===== config.mk =====
export PLATFORM = sky130hd
export DESIGN_NAME = reorder_buffer_queue_unit
export DESIGN_NICKNAME = d
export VERILOG_FILES = /design/src/rtl/rbq_pkg.sv /design/src/rtl/rbq_ctrl.sv /design/src/rtl/rbq_datapath.sv /design/src/rtl/reorder_buffer_queue_unit.sv
export SDC_FILE = /design/constraint.sdc
export NUM_CORES = 2
export LEC_CHECK = 0
export ABC_AREA = 1
export CORE_ASPECT_RATIO = 1.25
export CORE_MARGIN = 2
export CORE_UTILIZATION = 40
export DETAILED_ROUTE_END_ITERATION = 6
export DONT_BUFFER_PORTS = 1
export GPL_TIMING_DRIVEN = 0
export MAX_ROUTING_LAYER = met4
export PLACE_DENSITY = 0.59
export SLEW_MARGIN = 20
export SYNTH_ARGS = -nofsm -noshare
export SYNTH_HDL_FRONTEND = slang
export SYNTH_SLANG_ARGS = --single-unit

===== constraint.sdc =====
create_clock -name clk -period 14.8 [get_ports clk]
set_clock_uncertainty 0.05 [all_clocks]
set_input_delay 1.48 -clock clk [delete_from_list [all_inputs] [get_ports clk]]
set_output_delay 1.48 -clock clk [all_outputs]
set_load 0.01 [all_outputs]

===== src/rtl/rbq_pkg.sv =====
package rbq_pkg;

    // Default queue depth
    localparam int DEPTH_DEF = 16;

    // Operation codes carried in the op field
    localparam logic [1:0] OP_PUSH   = 2'd0;
    localparam logic [1:0] OP_COMMIT = 2'd1;
    localparam logic [1:0] OP_CHECK  = 2'd2;
    localparam logic [1:0] OP_FLUSH  = 2'd3;

    // Request word
    typedef struct packed {
        logic [1:0]         op;
        logic [31:0]        instr_pc;
        logic [3:0]         instr_kind;
        logic [4:0]         dest_index;
        logic signed [31:0] result_value;
        logic [31:0]        done_cycle;
        logic [31:0]        cycle_now;
    } req_t;

    // Response word
    typedef struct packed {
        logic               accepted;
        logic               head_match;
        logic               write_valid;
        logic [4:0]         write_index;
        logic signed [31:0] write_value;
        logic [4:0]         popped_count;
        logic [4:0]         occupancy;
    } rsp_t;

    // One queue entry
    typedef struct packed {
        logic [31:0]        pc;
        logic [3:0]         kind;
        logic [4:0]         dest;
        logic signed [31:0] value;
        logic [31:0]        done_cycle;
    } entry_t;

    // Commands from controller to datapath
    typedef struct packed {
        logic latch;
        logic push_wr;
        logic pop;
        logic pop_count;
        logic load_out;
    } ctrl_cmd_t;

    // Status from datapath to controller
    typedef struct packed {
        logic [1:0] op;
        logic       empty;
        logic       full;
        logic       head_done;
    } dp_status_t;

endpackage


===== src/rtl/rbq_ctrl.sv =====
module rbq_ctrl (
    input  logic                  clk,
    input  logic                  rst_n,
    input  logic                  req_valid,
    output logic                  req_ready,
    output logic                  rsp_valid,
    input  logic                  rsp_ready,
    input  rbq_pkg::dp_status_t   status,
    output rbq_pkg::ctrl_cmd_t    cmd
);

    typedef enum logic [1:0] {
        ST_IDLE = 2'b01,
        ST_EVAL = 2'b10
    } state_t;

    state_t state_reg;
    state_t state_next;
    logic   rsp_valid_reg;
    logic   rsp_valid_next;
    logic   out_free;

    // Output register may be reloaded when empty or being drained
    assign out_free  = !rsp_valid_reg || rsp_ready;
    assign req_ready = (state_reg == ST_IDLE);
    assign rsp_valid = rsp_valid_reg;

    // Sequence one operation
    always_comb
    begin
        cmd            = '0;
        state_next     = state_reg;
        rsp_valid_next = rsp_valid_reg && !rsp_ready;
        unique case (state_reg)
            ST_IDLE:
            begin
                if (req_valid)
                begin
                    cmd.latch  = 1'b1;
                    state_next = ST_EVAL;
                end
            end
            ST_EVAL:
            begin
                unique case (status.op)
                    rbq_pkg::OP_PUSH:
                    begin
                        if (out_free)
                        begin
                            cmd.push_wr    = !status.full;
                            cmd.load_out   = 1'b1;
                            rsp_valid_next = 1'b1;
                            state_next     = ST_IDLE;
                        end
                    end
                    rbq_pkg::OP_COMMIT:
                    begin
                        if (out_free)
                        begin
                            cmd.pop        = !status.empty && status.head_done;
                            cmd.load_out   = 1'b1;
                            rsp_valid_next = 1'b1;
                            state_next     = ST_IDLE;
                        end
                    end
                    rbq_pkg::OP_CHECK:
                    begin
                        if (out_free)
                        begin
                            cmd.load_out   = 1'b1;
                            rsp_valid_next = 1'b1;
                            state_next     = ST_IDLE;
                        end
                    end
                    rbq_pkg::OP_FLUSH:
                    begin
                        // drop completed heads one per cycle, then report
                        if (!status.empty && status.head_done)
                        begin
                            cmd.pop       = 1'b1;
                            cmd.pop_count = 1'b1;
                        end
                        else if (out_free)
                        begin
                            cmd.load_out   = 1'b1;
                            rsp_valid_next = 1'b1;
                            state_next     = ST_IDLE;
                        end
                    end
                endcase
            end
            default:
            begin
                state_next = ST_IDLE;
            end
        endcase
    end

    // Hold state and response valid
    always_ff @(posedge clk or negedge rst_n)
    begin
        if (!rst_n)
        begin
            state_reg     <= ST_IDLE;
            rsp_valid_reg <= 1'b0;
        end
        else
        begin
            state_reg     <= state_next;
            rsp_valid_reg <= rsp_valid_next;
        end
    end

endmodule


===== src/rtl/rbq_datapath.sv =====
module rbq_datapath #(
    parameter int DEPTH = rbq_pkg::DEPTH_DEF
) (
    input  logic                 clk,
    input  logic                 rst_n,
    input  rbq_pkg::req_t        req,
    input  rbq_pkg::ctrl_cmd_t   cmd,
    output rbq_pkg::dp_status_t  status,
    output rbq_pkg::rsp_t        rsp
);

    localparam int PTR_W = (DEPTH > 1) ? $clog2(DEPTH) : 1;
    localparam int CNT_W = $clog2(DEPTH + 1);
    localparam logic [PTR_W-1:0] LAST_SLOT = PTR_W'(DEPTH - 1);
    localparam logic [CNT_W-1:0] FULL_CNT  = CNT_W'(DEPTH);

    rbq_pkg::entry_t  mem [DEPTH];
    rbq_pkg::entry_t  head_rd_reg;
    rbq_pkg::entry_t  wr_entry;
    rbq_pkg::req_t    req_reg;
    rbq_pkg::rsp_t    rsp_reg;
    rbq_pkg::rsp_t    rsp_next;
    logic [PTR_W-1:0] head_reg;
    logic [PTR_W-1:0] head_next;
    logic [PTR_W-1:0] tail_reg;
    logic [PTR_W-1:0] tail_next;
    logic [CNT_W-1:0] count_reg;
    logic [CNT_W-1:0] count_next;
    logic [CNT_W-1:0] popped_reg;
    logic [CNT_W-1:0] popped_next;
    logic [CNT_W+4:0] occ_wide;
    logic [CNT_W+4:0] popped_wide;
    logic             empty;
    logic             full;
    logic             head_done;

    function automatic logic [PTR_W-1:0] next_slot(input logic [PTR_W-1:0] ptr);
        if (ptr == LAST_SLOT)
            return '0;
        else
            return ptr + 1'b1;
    endfunction

    // Queue status
    assign empty     = (count_reg == '0);
    assign full      = (count_reg == FULL_CNT);
    assign head_done = (head_rd_reg.done_cycle <= req_reg.cycle_now);

    assign status.op        = req_reg.op;
    assign status.empty     = empty;
    assign status.full      = full;
    assign status.head_done = head_done;

    // Advance pointers and counts
    assign head_next = cmd.pop ? next_slot(head_reg) : head_reg;
    assign tail_next = cmd.push_wr ? next_slot(tail_reg) : tail_reg;

    always_comb
    begin
        priority if (cmd.push_wr)
            count_next = count_reg + 1'b1;
        else if (cmd.pop)
            count_next = count_reg - 1'b1;
        else
            count_next = count_reg;
    end

    always_comb
    begin
        priority if (cmd.latch)
            popped_next = '0;
        else if (cmd.pop_count)
            popped_next = popped_reg + 1'b1;
        else
            popped_next = popped_reg;
    end

    // Counts are reported in five bits
    assign occ_wide    = (CNT_W + 5)'(count_next);
    assign popped_wide = (CNT_W + 5)'(popped_reg);

    // Form the response word
    always_comb
    begin
        rsp_next           = '0;
        rsp_next.occupancy = occ_wide[4:0];
        unique case (req_reg.op)
            rbq_pkg::OP_PUSH:
            begin
                rsp_next.accepted = !full;
            end
            rbq_pkg::OP_COMMIT:
            begin
                if (!empty && head_done)
                begin
                    rsp_next.write_valid = 1'b1;
                    rsp_next.write_index = head_rd_reg.dest;
                    rsp_next.write_value = head_rd_reg.value;
                end
            end
            rbq_pkg::OP_CHECK:
            begin
                rsp_next.head_match = !empty && (head_rd_reg.pc == req_reg.instr_pc)
                                      && (head_rd_reg.kind == req_reg.instr_kind);
            end
            rbq_pkg::OP_FLUSH:
            begin
                rsp_next.popped_count = popped_wide[4:0];
            end
        endcase
    end

    assign wr_entry.pc         = req_reg.instr_pc;
    assign wr_entry.kind       = req_reg.instr_kind;
    assign wr_entry.dest       = req_reg.dest_index;
    assign wr_entry.value      = req_reg.result_value;
    assign wr_entry.done_cycle = req_reg.done_cycle;

    // Entry store: write at tail, registered read of the coming head
    always_ff @(posedge clk)
    begin
        if (cmd.push_wr)
            mem[tail_reg] <= wr_entry;
        head_rd_reg <= mem[head_next];
    end

    // Hold request and response words
    always_ff @(posedge clk)
    begin
        if (cmd.latch)
            req_reg <= req;
        if (cmd.load_out)
            rsp_reg <= rsp_next;
    end

    // Pointers and counters
    always_ff @(posedge clk or negedge rst_n)
    begin
        if (!rst_n)
        begin
            head_reg   <= '0;
            tail_reg   <= '0;
            count_reg  <= '0;
            popped_reg <= '0;
        end
        else
        begin
            head_reg   <= head_next;
            tail_reg   <= tail_next;
            count_reg  <= count_next;
            popped_reg <= popped_next;
        end
    end

    assign rsp = rsp_reg;

endmodule


===== src/rtl/reorder_buffer_queue_unit.sv =====
// In-order reorder buffer queue of DEPTH entries. Each request word carries one
// operation: push appends an entry when there is room, commit retires the head
// once its completion cycle is at or before cycle_now and returns its register
// write, check compares the head's pc and kind, and flush drops completed heads
// and reports how many went. Every request yields exactly one response word,
// which also gives the occupancy after the operation. A request is latched in the
// idle state and evaluated in the evaluate state, so a new request is taken only
// once the last one has loaded its response. Flush drops completed entries one per
// cycle, as each step waits on the registered read of the new head entry from the
// entry store. The next request is taken while a response still waits in the
// output register, but its response is held back until that waiting word has
// been accepted.
module reorder_buffer_queue_unit #(
    parameter int DEPTH = rbq_pkg::DEPTH_DEF
) (
    input  logic          clk,
    input  logic          rst_n,
    input  logic          req_valid,
    output logic          req_ready,
    input  rbq_pkg::req_t req,
    output logic          rsp_valid,
    input  logic          rsp_ready,
    output rbq_pkg::rsp_t rsp
);

    rbq_pkg::ctrl_cmd_t  cmd;
    rbq_pkg::dp_status_t status;

    rbq_ctrl u_ctrl (
        .clk       (clk),
        .rst_n     (rst_n),
        .req_valid (req_valid),
        .req_ready (req_ready),
        .rsp_valid (rsp_valid),
        .rsp_ready (rsp_ready),
        .status    (status),
        .cmd       (cmd)
    );

    rbq_datapath #(
        .DEPTH (DEPTH)
    ) u_datapath (
        .clk    (clk),
        .rst_n  (rst_n),
        .req    (req),
        .cmd    (cmd),
        .status (status),
        .rsp    (rsp)
    );

`ifndef SYNTHESIS
    // One request at a time
    a_one_in_flight: assert property (@(posedge clk) disable iff (!rst_n)
        (req_valid && req_ready) |=> !req_ready)
        else $error("request taken while another is in progress");

    // Never write into a full queue
    a_push_room: assert property (@(posedge clk) disable iff (!rst_n)
        cmd.push_wr |-> !status.full)
        else $error("push written into full queue");

    // Never drop from an empty queue
    a_pop_nonempty: assert property (@(posedge clk) disable iff (!rst_n)
        cmd.pop |-> !status.empty)
        else $error("pop from empty queue");

    // An accepted push reports nothing of the other operations
    a_push_fields: assert property (@(posedge clk) disable iff (!rst_n)
        (rsp_valid && rsp.accepted) |->
            (!rsp.head_match && !rsp.write_valid && rsp.popped_count == 5'd0))
        else $error("push response carries fields of another operation");
`endif

endmodule

# Yosys cells after proc, flatten, opt, wreduce, memory -nomap -nowiden

Memory sizes are Yosys's and may differ from the RTL's. A register that Yosys moved wholly into a read port is not among the register bits.
Index checks and enable logic that the tools add are counted.
Widths: inputs -> output; s select.

Register bits: 210
Latch bits: 0
Memory bits (writable): 1680
ROM bits: 0
Input bits: 143
Output and inout port bits: 52
Word-level logic and storage cells: 85
Memories: 1

Memories:

| name           | depth | bits a word | read ports | clocked after memory_dff | wr ports | line               | RTL |
|---|---|---|---|---|---|---|---|
| u_datapath.mem | 16    | 105         | 1          | 1                        | 1        | rbq_datapath.sv:17 | `rbq_pkg::entry_t mem [DEPTH];` |

Add/sub/neg operators: 5
Multiply operators: 0
Div/mod/pow operators: 0
Order comparisons: 1
Eq/ne operators: 12
Shift-type cells: 0
Multiplexer cells: 31
Bitwise gates (word level): 0
Reduce and logical (&&, ||, !) cells: 15

Operators by type and width:

| kind                | count |
|---|---|
| $mux 38             | 1 |
| $eq 32x32->1        | 1 |
| $le 32x32->1        | 1 |
| $mux 5              | 4 |
| $mux 4              | 4 |
| $mux 1              | 13 |
| $add 5x1->5 const B | 2 |
| $add 4x1->4 const B | 2 |
| $eq 4x4->1 const B  | 2 |
| $mux 2              | 4 |
| $pmux 2 s2          | 2 |
| $eq 2x2->1 const B  | 3 |
| $pmux 1 s2          | 3 |
| $eq 5x5->1 const B  | 1 |
| $logic_not 5->1     | 1 |
| $sub 5x1->5 const B | 1 |
| $eq 2x1->1 const B  | 2 |
| $eq 4x4->1          | 1 |
| $logic_and 1x1->1   | 4 |
| $logic_not 1->1     | 4 |
| $reduce_and 2->1    | 2 |
| $ne 3x3->1 const B  | 1 |
| $reduce_or 3->1     | 1 |
| $logic_not 2->1     | 1 |
| other kinds (3)     | 3 |

# Depth between registers and ports, before layout

Depth in word-level cells: 8
Depth in mapped cells: 25
Gate-level depth less buffers: 23

# Modules after synthesis

Synthesis repeated with hierarchy kept, for this count alone.

Cell total of the unflattened synthesis: 5700
Area, all modules: 77495.6 um2

Modules (own cells, without submodules):

| module       | instances | cells an instance | area each (um2) | seq. area each (um2) |
|---|---|---|---|---|
| rbq_datapath | 1         | 5657              | 77262.9         | 58676.3 |
| rbq_ctrl     | 1         | 43                | 232.7           | 76.3 |

# Worst setup path after synthesis

No wires, ideal clock.

Path kind: input-to-reg
Start point: input rsp_ready
End point: memory u_datapath.mem[0][0] (netlist bit) (enable)
Library setup time: 0.570 ns
Arrival: 6.810 ns
Required time: 14.180 ns
Setup slack: 7.370 ns
Stages on the path: 7
Buffers on the path: 1
Path through: nor2_1 -> nor2_1 -> nand2_1 -> inv_1 -> clkbuf_1 -> nand2_1 -> nor2_1

Word-level cells in the longest chain between the ends: 6

RTL lines:

| item                         | line                            | RTL |
|---|---|---|
| start, declared              | reorder_buffer_queue_unit.sv:22 | `input logic rsp_ready,` |
| $logic_or 1x1->1             | rbq_ctrl.sv:24                  | `assign out_free = !rsp_valid_reg \|\| rsp_ready;` |
| $mux 1                       | rbq_ctrl.sv:48                  | `if (out_free)` |
| $mux 1                       | rbq_ctrl.sv:45                  | `unique case (status.op)` |
| $mux 4                       | rbq_ctrl.sv:34                  | `unique case (state_reg)` |
| $mux 1                       | rbq_datapath.sv:122             | `if (cmd.push_wr)` |
| $mux 1 (implied by the code) | rbq_datapath.sv:123             | `mem[tail_reg] <= wr_entry;` |
| end, declared                | rbq_datapath.sv:17              |  |

Every way passes these cells.

# Final worst setup path

Start point: register u_datapath.req_reg[15] (netlist bit)
End point: register, netlist name u_datapath.head_rd_reg[35]

Word-level cells in the longest chain between the ends: 6
Elaborated cells on any way between the ends: 7
Classes of those cells: order compare: 1; mux: 5; reduce/logical: 1

RTL lines:

| item                             | line                           | RTL |
|---|---|---|
| start, declared                  | rbq_datapath.sv:20             | `rbq_pkg::req_t req_reg;` |
| start signal, assigned           | rbq_datapath.sv:131            | `req_reg <= req;` |
| $le 32x32->1 *                   | rbq_datapath.sv:47             | `assign head_done = (head_rd_reg.done_cycle <= req_reg.cycle_now);` |
| $logic_and 1x1->1 *              | rbq_ctrl.sv:60, rbq_ctrl.sv:78 |  |
| $mux 2 or $mux 1 (tied branches) | rbq_ctrl.sv:78, rbq_ctrl.sv:58 |  |
| $pmux 1 s2 *                     | rbq_ctrl.sv:45                 |  |
| $mux 4 *                         | rbq_ctrl.sv:34                 |  |
| $mux 4 *                         | rbq_datapath.sv:55             | `assign head_next = cmd.pop ? next_slot(head_reg) : head_reg;` |

Mark *: on every way between the ends. The rest lies on a longest branch, timed or not.
A chain may end at the register's enable or synchronous reset.

==> impl_metrics.ini <==
[status]
status = completed

[synthesis]
syn_inst = 7796
synth_mux_area_share_pct = 0
ys_seq_elements = 1995
synthArstFlopShare_pct = 1.05
synth_compound_area_share_pct = 0.474
ys_types = 41
yosysTopAreaCellShare_pct = 66.7
yosys-top-cells-area = edfxtp_1, nand3_1, inv_1
syn-num-nets = 7979
yosysMostFrequentCell = nand3_1
yosysSeqAreaShare_pct = 69.8
synth_commonest_cells = nand3_1, edfxtp_1, inv_1, nand2_1, buf_2
synthesis.area_um2 = 84100
yosysWarnings = 0
synth_top_family_by_area = simple AND/OR/NAND/NOR gates
post_synth_xor_area_fraction_pct = 0.167
yosys.area.top_type = edfxtp_1
synth_edf_count = 1869
synth_adder_area_share_pct = 0.595
avgSynthCellArea_um2 = 10.8
synthFlopType = edfxtp_1
synth-simple-area-share_pct = 18.5

[floorplan]
ios = 195
coreArea_um2 = 210000
dieHeight_um = 517
die_area_um2 = 214000
rows = 188
die_w_um = 414
start_util_pct = 40.1

[critical_path]
reg2reg_slack_ps = 9190
arrival_ps = 6320
rr_worst_depth = 19
cp_max_fo = 10
worstSetupPathType = flip-flop to flip-flop
worstPathRequired_ps = 15510
cp-end-kind = flip-flop
cp-start-kind = flip-flop

[timing]
worstMarginPinSlew_ps = 1120
finalHoldViolations = 0
finalCritPeriodShare_pct = 37.9
max_slew_margin_pct = 25.1
drv_slew = 0
setup_viol = 0
max_clock_freq_mhz = 178
tns_ps = 0
rsz0062_at_grt = false
period_needed_ps = 5610

[routing]
vias_per_cell = 5.14
first_pass_iters = 7
wl_per_cell_um = 23.2
drc = 0
drt_wl_total_um = 257000
drt_iter0_drc = 6130
num_vias = 56774
antenna_left = 0

[grt]
antenna_found_initial = 30
grt_pass1_vias = 55208
grt-ovfl-total = 0
grt_pass1_wl_um = 369000
grt_usage_pct = 24.3
grt_max_degree = 55

[clock_tree]
clk_pin_slew_ps = 70
post_cts.repair.setup_buffers = 0
clockRootBuffer = clkbuf_16
cts_buffers = 197
cts_buffer_depth = 3
cts_hold_buf = 0
clock_latency_ps = 860
cts_resized = 0
cts-htree-levels = 4
cts.sinks = 1995
cts_tree = done

[final_layout]
largest_reg_flops = 1680
fin_nets = 8277
drive_gt1_share_pct = 8.44
final_cell_area_um2 = 96500
nFillCells = 18805
syn_to_final_growth_pct = 14.6

[place]
dp_hpwl_um = 176000
placed_area_um2 = 90000
gp_congestion = 0.884
numPortBuffers = 0

[min_path]
holdCritPathClass = primary input to asynchronous set/reset pin

[power]
ir_drop_mv = 0.149
powerDensity_nw_per_um2 = 172
p_leak_uw = 0.0408

[job]
max-cap-violations = 0
==> critical path: stages (launching register included) <==
cell and delay (ps):
edfxtp_1 330, inv_1 60, ha_1 290, nand2_1 70, nor2_1 390, nand2_1 140
nor2_1 520, nand2_1 470, nand2_2 270, nand4_4 230, nand2_2 210, nand2_2 220
nand2_1 250, buf_2 690, buf_2 500, nand2_1 100, nand3_1 90, nand3_1 280
nand3_1 210, nand2_1 70
==> layer usage <==
layer	global-route usage (%)	vias up	wire [um]
met5	-	-	0
met4	11.7	0	12200
met2	40.4	2382	126000
met3	3.83	539	18700
li1	-	26145	-
met1	29.1	27708	100000
==> kinds of logic (layout without fill, tap and decap cells) <==
group | Yosys count | after routing
adder cells (fa/ha/maj) | 40 | 40
AND/OR/NAND/NOR | 3458 | 3458
AO/OA/AOI/OAI | 65 | 65
other | 0 | 30
buffers and inverters | 2222 | 2692
XOR/XNOR | 16 | 16
flip-flops | 1995 | 1995
==> cells in the final DEF, fill, tap and decap left out, drive strengths merged <==
| cell | instances |
|---|---|
| a2111oi | 1 |
| a211o | 1 |
| a21o | 2 |
| a21oi | 21 |
| a221o | 1 |
| a221oi | 5 |
| a22o | 1 |
| a31oi | 2 |
| and3 | 2 |
| buf | 397 |
| bufinv | 11 |
| clkbuf | 381 |
| clkinv | 73 |
| clkinvlp | 6 |
| dfrtp | 20 |
| dfstp | 1 |
| dfxtp | 105 |
| diode | 30 |
| edfxtp | 1869 |
| ha | 40 |
| inv | 1824 |
| nand2 | 1346 |
| nand2b | 1 |
| nand3 | 2013 |
| nand4 | 6 |
| nor2 | 82 |
| nor3 | 4 |
| nor4 | 4 |
| o21a | 1 |
| o21ai | 21 |
| o22ai | 8 |
| o41ai | 1 |
| xnor2 | 7 |
| xor2 | 9 |
==> power breakdown <==
part | leakage [uW] | total [uW] | switching, uW | internal, uW
Combinational | 0.0196 | 4770 | 3500 | 1260
Sequential | 0.0180 | 6810 | 273 | 6540
Clock | 0.00311 | 5010 | 2220 | 2790
==> cell type report <==
type	instances	area [um2]	share of cell area (%)
diodes	30	75.1	0.0778
multi-input cells	3579	16800	17.4
repair buffers	99	2250	2.33
clock buffers	272	5470	5.67
inverters	1815	6820	7.07
flip-flops and latches	1995	58800	60.9
clock inverters	99	928	0.963
plain buffers	407	1960	2.03
well taps	2755	3450	3.57
==> through the flow <==
step	power, uW	hold slack (ps)	utilization, %	instances	setup slack (ps)
finish	16600	255	46.0	11051	9190
global route	17300	211	46.0	11040	8990
CTS	16700	193	46.0	11021	9130
detailed placement	11700	464	42.9	10650	9150
global placement	11600	448	41.8	10551	1470
floorplan	9590	419	-	7796	7370
==> worst paths after layout <==
kind                                             from                    endpoint
max                            u_datapath.req_reg[15]  u_datapath.head_rd_reg[35]
min                                             rst_n    u_datapath.popped_reg[0]
max reg2reg                    u_datapath.req_reg[15]  u_datapath.head_rd_reg[35]
min reg2reg                u_datapath.head_rd_reg[39]          u_datapath.rsp[17]
max in group asynchronous                       rst_n         u_ctrl.state_reg[0]
min in group clk           u_datapath.head_rd_reg[39]          u_datapath.rsp[17]
Note: power is estimated with default switching activity, not from simulation.
